$ cat src/hdl/dgs_pkg.sv
`default_nettype none
package dgs_pkg;

	localparam int MaxWidth  = 2048;
	localparam int MaxHeight = 2048;

	localparam int ColW = $clog2(MaxWidth);
	localparam int RowW = $clog2(MaxHeight);
	localparam int PixW = 8;
	localparam int CfgW = 12;
	localparam int IdxW = 2;

	localparam int ResetWidth  = 640;
	localparam int ResetHeight = 480;

	typedef enum logic [IdxW-1:0] {
		REG_DIRECTION = 2'd0,
		REG_WIDTH     = 2'd1,
		REG_HEIGHT    = 2'd2
	} cfg_reg_t;

	// one pipeline word
	typedef struct packed {
		logic [PixW-1:0] pixel;
		logic [PixW-1:0] nbr;
		logic            from_store;
		logic            zero;
		logic            last;
	} word_t;

	// scan position of the pixel now at the input
	typedef struct packed {
		logic first_col;
		logic first_row;
		logic last;
	} pos_t;

	// last index of a dimension: 0 reads as 1, anything above the maximum as the maximum
	function automatic logic [CfgW:0] clamp_last(input logic [CfgW-1:0] v, input int maxv);
		logic [CfgW:0] r;
		if (v == '0) begin
			r = '0;
		end else if (int'(v) > maxv) begin
			r = (CfgW+1)'(maxv - 1);
		end else begin
			r = {1'b0, v} - (CfgW+1)'(1);
		end
		return r;
	endfunction

endpackage
`default_nettype wire

$ cat src/hdl/dgs_cell.sv
`default_nettype none
module dgs_cell
	import dgs_pkg::*;
(
	input  wire logic  clk,
	input  wire logic  arst_n,
	input  wire logic  in_valid,
	output logic       in_stall,
	input  wire word_t in_word,
	output logic       out_valid,
	input  wire logic  out_stall,
	output word_t      out_word
);

	logic  valid_q;
	word_t word_q;

	// refill in the same cycle the held word leaves
	assign in_stall  = valid_q & out_stall;
	assign out_valid = valid_q;
	assign out_word  = word_q;

	always_ff @(posedge clk or negedge arst_n) begin
		if (!arst_n) begin
			valid_q <= 1'b0;
		end else if (!in_stall) begin
			valid_q <= in_valid;
		end
	end

	always_ff @(posedge clk) begin
		if (in_valid && !in_stall) begin
			word_q <= in_word;
		end
	end

endmodule
`default_nettype wire

$ cat config.mk
export PLATFORM = sky130hd
export DESIGN_NAME = dgs_cell
export DESIGN_NICKNAME = d
export VERILOG_FILES = /design/src/hdl/dgs_pkg.sv /design/src/hdl/dgs_cell.sv
export SDC_FILE = /design/constraint.sdc
export NUM_CORES = 1
export LEC_CHECK = 0
export CORE_AREA = 2 2 47 49
export CTS_BUF_LIST = sky130_fd_sc_hd__clkbuf_4 sky130_fd_sc_hd__clkbuf_8
export DETAILED_ROUTE_END_ITERATION = 7
export DIE_AREA = 0 0 49 51
export DONT_BUFFER_PORTS = 1
export PLACE_DENSITY = 0.52
export SLEW_MARGIN = 10
export SYNTH_ARGS = -nofsm -noshare
export SYNTH_HDL_FRONTEND = slang
export SYNTH_SLANG_ARGS = --single-unit
$ cat constraint.sdc
create_clock -name clk -period 1.3 [get_ports clk]
set_clock_uncertainty 0.05 [all_clocks]
set_input_delay 0.13 -clock clk [delete_from_list [all_inputs] [get_ports clk]]
set_output_delay 0.13 -clock clk [all_outputs]
set_load 0.01 [all_outputs]
# [Word level (Yosys, flattened, before mapping)]
# Index checks and enable logic that the tools add are counted.
[totals] regBits=20 latch_bits=0 ramBits=0 mem_bits_ro=0 inputBits=23 output_inout_bits=21 word_cells=9 memories=0
[op_classes] add_sub_neg=0 multipliers=0 n_div=0 magnitude_cmp=0 eq_ne=0 n_shift=0 muxes=0 bitwise_logic=1 reduce_logical=2
[op_table] op="$and A1 B1 Y1" count=1
[op_table] op="$logic_and A1 B1 Y1" count=1
[op_table] op="$logic_not A1 Y1" count=1

# [Depth between registers and ports, before layout]
# Gate-level depths: netlist (run 1).
[depth] depth_word=3 depth_mapped=1 ltp_nobuf=1

# [Worst setup path before layout (run 1)]
# Ideal clock, no wire load.
[synth_path] path_type="register to register" from="register valid_q, in the netlist out_valid" to="register word_q, in the netlist out_word[0], enable pin" setup_ns=0.382 t_arrival_ns=1.026 required_ns=0.868 path_slack_ns=-0.158 path_stages_with_launch=2 n_path_buf=0 synth_period_minus_slack_ns=1.458 cell_sequence="dfrtp_1 > a21boi_2"
[synth_via] elab_chain_len=3
[synth_lines] item="start: declaration" line="dgs_cell.sv:15" text="logic valid_q;"
[synth_lines] item="start signal: assignment" line="dgs_cell.sv:27" text="valid_q <= in_valid;"
[synth_lines] item="$and A1 B1 Y1" line="dgs_cell.sv:19" text="assign in_stall = valid_q & out_stall;"
[synth_lines] item="$logic_not A1 Y1" line="dgs_cell.sv:32" text="if (in_valid && !in_stall) begin"
[synth_lines] item="$logic_and A1 B1 Y1" line="dgs_cell.sv:32"
[synth_lines] item="end signal: assignment" line="dgs_cell.sv:33" text="word_q <= in_word;"
[synth_lines] item="end: declaration" line="dgs_cell.sv:16" text="word_t word_q;"
# Every way passes these cells.
# A chain may end at the register's enable or synchronous reset.

# [Worst setup path after layout (run 1)]
[layout_path] from="register valid_q, in the netlist out_valid" to="output in_stall"
[layout_via] elab_chain_len=1
[layout_lines] item="$and A1 B1 Y1" line="dgs_cell.sv:19"
[layout_lines] item="end: declaration" line="dgs_cell.sv:8" text="output logic in_stall,"
# Every way passes these cells.

==> results of run 1 <==
[cell families after synthesis]
group,count (synthesis)
AOI/OAI and AO/OA,2
and+or+nand+nor,1
DFF,20
[repair_timing]
item	4_1_cts	5_1_grt
hold buffers	23	0
endpoints found under the hold margin	21	0
resized for setup	0	0
[metrics by stage]
stage                     utilization [%]  total power, mW
after floorplan                         -            0.811
after global placement               33.8            0.836
after detailed placement             33.8            0.837
after CTS                            46.3             1.16
after global routing                 46.3             1.20
final                                46.3             1.15
[Yosys cell counts]
master	instances	share of area [%]
dfrtp_1	1	4.0
edfxtp_1	19	92
a21boi_2	1	1.8
a21o_1	1	1.2
and2_1	1	1.0
[power breakdown]
part           internal (mW)  switching, mW
Clock                  0.111          0.165
Sequential             0.749         0.0310
Combinational         0.0648         0.0312
[worst min path at each step]
stage	startpoint	endpoint	cells past startpoint
floorplan	arst_n	out_valid	0
global placement	arst_n	out_valid	0
detailed placement	arst_n	out_valid	0
CTS	out_stall	out_word[6]	2
global route	out_stall	out_word[3]	2
finish	out_stall	out_word[0]	2
[flip-flops by register name, summed over array words and instances (netlist names)]
signal     flops
out_word      19
out_valid      1
[area by class of cell]
type | count | area, um^2 | share of cell area (%)
tap | 28 | 35.0 | 3.67
timing repair buffer | 26 | 265 | 27.8
clock buffer | 3 | 22.5 | 2.36
clock inverter | 1 | 3.75 | 0.393
multi-input combinational | 3 | 32.5 | 3.41
sequential | 20 | 596 | 62.4
[metal layers]
layer / wire, um / track usage [%]
met4: 0 / 2.86
met1: 368 / 8.75
met5: 0 / 0
met2: 628 / 16.9
met3: 105 / 3.80
[cell usage in the layout, fill, tap and decap left out]
cell           instances
dlygate4sd3_1         23
edfxtp_1              19
clkbuf_4               3
buf_4                  2
and2_1                 1
a21o_1                 1
a21boi_4               1
clkinv_1               1
dfrtp_1                1
buf_12                 1
==> impl_metrics.json, run 1 <==
{
  "critPathCapture": "in_stall",
  "muxShareOfSynthArea_pct": 0,
  "synth_cells": 23,
  "clk_latency_ns": 0.28,
  "synth_cell_types": 5,
  "clock_path_buffers": 2,
  "syn-cell-area_um2": 621,
  "total_leakage_power_nw": 0.338,
  "io_pins": 44,
  "wl_per_cell_um": 13.6,
  "drive_gt1_share_pct": 13.2,
  "setup_tns_ns": 0,
  "vias_per_cell": 3.93,
  "finalInstanceArea_um2": 955,
  "antennaDiodeCount": 0,
  "finalWeightedCongestion": 0.577,
  "fin_ws_ns": 0.0740,
  "grt_pass1_vias": 349,
  "reg2reg_depth": 2,
  "hp-class": "in2reg",
  "initial_core_util_pct": 30.1,
  "finalNonFillerCells": 81,
  "placed_cells": 54,
  "run_status": "finished, final reports clean",
  "post-cts-setup-buffers": 0,
  "ys_seq_elements": 20,
  "antenna_found_initial": 0,
  "crit_start": "out_valid",
  "synth-simple-area-share_pct": 1.01,
  "syn_to_final_growth_pct": 53.8,
  "cp_top_family": "flip-flops",
  "synth_top_family_by_area": "compound AO/OA/AOI/OAI gates",
  "rows": 17,
  "clk_pin_slew_ns": 0.11,
  "cts_tree": "done",
  "yosysWarnings": 0,
  "cap_violations": 0,
  "r2r-start": "out_valid",
  "overflow": 0,
  "cp_num_cells": 2,
  "cts_max_level": 1,
  "path_buf_inv": 1,
  "synth_compound_area_share_pct": 3.02,
  "seq_area_frac_synth_pct": 96.0,
  "grt_use_total_pct": 8.93,
  "finalHoldViolations": 0,
  "reg2reg_setup_slack_ns": 0.17,
  "ir_drop_uv": 837,
  "grt_max_degree": 13,
  "numPortBuffers": 0,
  "fin_crit_sh_pct": 94.3,
  "tightest_slew_ns": 0.150,
  "crit_chain": "buf_4 -> and2_1",
  "syn_area_per_cell_um2": 27.0,
  "hold_slack_ns": 0.138,
  "fill_cells": 185,
  "regToRegEndpoint": "out_word[14]",
  "criticalPathCategory": "reg2out",
  "drc": 0,
  "die_y_um": 51,
  "via_count": 318,
  "dp_slack_ns": 0.178,
  "clkSinkCount": 20,
  "arrival_ns": 1.05,
  "pwr_density_cell_nw_per_um2": 1210,
  "cp-end-kind": "output port",
  "cp_max_fo": 3,
  "synth_nets": 46,
  "cts_root_buf": "clkbuf_4",
  "antenna_left": 0,
  "synthXorXnorAreaFrac_pct": 0,
  "slowest_delay_ns": 0.42,
  "cts-buffers-inserted": 3,
  "routed_wl_um": 1100,
  "core_um2": 2060,
  "slew_viol_final": 0,
  "worstPathRequired_ns": 1.12,
  "dieArea_um2": 2500,
  "critPathSlowestCell": "dfrtp_1",
  "grt_pass1_wl_um": 1590,
  "place_area_um2": 698,
  "dieWidth_um": 49,
  "fmax_mhz": 816,
  "firstDrtPassIters": 3,
  "layout.nets": 77,
  "drt-initial-drc-count": 3,
  "rsz0062_at_grt": "no",
  "setup_violations": 0,
  "relSlewSlack_pct": 90.0,
  "startpoint_type": "flop",
  "synthAdderAreaFrac_pct": 0,
  "finalCriticalPeriod_ns": 1.23
}
Power figures use the tool's default switching activity.
==> run 2, diff against run 1 <==
--- a/config.mk
+++ b/config.mk
@@ -10,7 +10,7 @@
 export DETAILED_ROUTE_END_ITERATION = 7
 export DIE_AREA = 0 0 49 51
 export DONT_BUFFER_PORTS = 1
-export PLACE_DENSITY = 0.52
+export PLACE_DENSITY = 0.5
 export SLEW_MARGIN = 10
 export SYNTH_ARGS = -nofsm -noshare
 export SYNTH_HDL_FRONTEND = slang
==> constraint.sdc (replaced) <==
create_clock -name clk -period 1.2 [get_ports clk]
set_clock_uncertainty 0.05 [all_clocks]
set_input_delay 0.12 -clock clk [delete_from_list [all_inputs] [get_ports clk]]
set_output_delay 0.12 -clock clk [all_outputs]
set_load 0.01 [all_outputs]
==> impl_metrics.json, run 2 (synthesized netlist as in run 1, its figures left out) <==
{
  "die_y_um": 51,
  "run_status": "complete, but fails checks",
  "crit_chain": "buf_4 -> and2_4",
  "wl_per_cell_um": 13.6,
  "antennaDiodeCount": 0,
  "rsz0062_at_grt": "yes",
  "syn_to_final_growth_pct": 56.3,
  "cts_max_level": 1,
  "finalNonFillerCells": 82,
  "relSlewSlack_pct": 89.8,
  "layout.nets": 78,
  "grt_pass1_wl_um": 1540,
  "grt_use_total_pct": 8.86,
  "io_pins": 44,
  "slew_viol_final": 0,
  "largest_reg_flops": 19,
  "finalCriticalPeriod_ns": 1.21,
  "cap_violations": 0,
  "finalWeightedCongestion": 0.651,
  "antenna_left": 0,
  "setup_violations": 19,
  "failed_checks": "negative setup slack",
  "total_leakage_power_nw": 0.345,
  "vias_per_cell": 4.10,
  "cp-end-kind": "output port",
  "cts_root_buf": "clkbuf_4",
  "clk_latency_ns": 0.28,
  "routed_wl_um": 1120,
  "cts-buffers-inserted": 3,
  "grt_pass1_vias": 340,
  "cp_max_fo": 3,
  "core_um2": 2060,
  "rows": 17,
  "grt_max_degree": 19,
  "clock_path_buffers": 2,
  "drc": 0,
  "numPortBuffers": 0,
  "pwr_density_cell_nw_per_um2": 1300,
  "hp-class": "in2reg",
  "setup_tns_ns": -0.215,
  "ir_drop_uv": 891,
  "tightest_slew_ns": 0.153,
  "firstDrtPassIters": 4,
  "antenna_found_initial": 0,
  "layout_common_cells": "dlygate4sd3_1, edfxtp_1, clkbuf_4, buf_4",
  "finalHoldViolations": 0,
  "drive_gt1_share_pct": 18.5,
  "overflow": 0,
  "startpoint_type": "flop",
  "slowest_delay_ns": 0.43,
  "critPathSlowestCell": "dfrtp_2",
  "clk_pin_slew_ns": 0.10,
  "dieArea_um2": 2500,
  "drt-initial-drc-count": 4,
  "fin_ws_ns": -0.0145,
  "placed_cells": 54,
  "arrival_ns": 1.04,
  "fin_crit_sh_pct": 101,
  "cts_tree": "done",
  "criticalPathCategory": "reg2out",
  "dieWidth_um": 49,
  "final_common_cell": "dlygate4sd3_1",
  "via_count": 336,
  "fmax_mhz": 823,
  "initial_core_util_pct": 30.1,
  "clkSinkCount": 20,
  "worstPathRequired_ns": 1.03
}
## run 2: cell types whose count changed in the layout (fill, tap and decap cells not counted), sizes merged
| cell | delta |
|---|---|
| buf | +1 |
## run 2: worst paths after layout
check	to	slack (ns)	depth (start not counted)	from
setup / recovery	in_stall	-0.01	2	out_valid
hold reg to reg	out_valid	0.62	2	out_valid
setup reg to reg	out_word[4]	-0.01	3	out_valid
hold / removal	out_word[6]	0.12	2	out_stall
min in group asynchronous	out_valid	0.51	2	arst_n
max in group asynchronous	out_valid	0.47	2	arst_n
## run 2: cell type report
type | count | area, um^2
tap | 28 | 35.0
multi-input combinational | 3 | 35.0
clock buffer | 3 | 22.5
clock inverter | 1 | 3.75
sequential | 20 | 597
timing repair buffer | 27 | 277
fill | 180 | 1090
## run 2: worst max-delay path: cells and delay by family (launching register included)
kind          cells  cell delay (ns)
buf+inv           1             0.16
flops             1             0.43
simple gates      1             0.17
## run 2: through the flow
step | hold slack, ns | total power [mW] | setup slack [ns] | area [um^2] | utilization, %
floorplan | -0.226 | 0.879 | -0.0708 | 629 | -
global placement | -0.226 | 0.905 | 0.119 | 699 | 33.9
detailed placement | -0.226 | 0.907 | 0.0965 | 699 | 33.9
CTS | 0.110 | 1.27 | -0.00381 | 970 | 47.0
global route | 0.0971 | 1.31 | -0.0493 | 970 | 47.0
finish | 0.116 | 1.26 | -0.0145 | 970 | 47.0
## run 2: what timing repair did
action | in CTS | in global routing
resized for setup | 2 | 0
endpoints found under the setup margin | 1 | 19
hold endpoints to repair | 21 | 0
hold buffers | 23 | 0
setup buffers | 1 | 0
## run 2: report_power, final
part,switching (mW),total [mW],internal (mW)
clock,0.180,0.301,0.121
combinational,0.0351,0.111,0.0759
sequential,0.0334,0.845,0.812
## run 2: per-layer routing
| layer | global-route usage (%) | vias up | wire length, um |
|---|---|---|---|
| met4 | 5.71 | 0 | 0 |
| met3 | 4.39 | 0 | 92 |
| li1 | - | 153 | - |
| met1 | 6.42 | 166 | 343 |
| met2 | 17.6 | 17 | 682 |
| met5 | 0 | - | 0 |
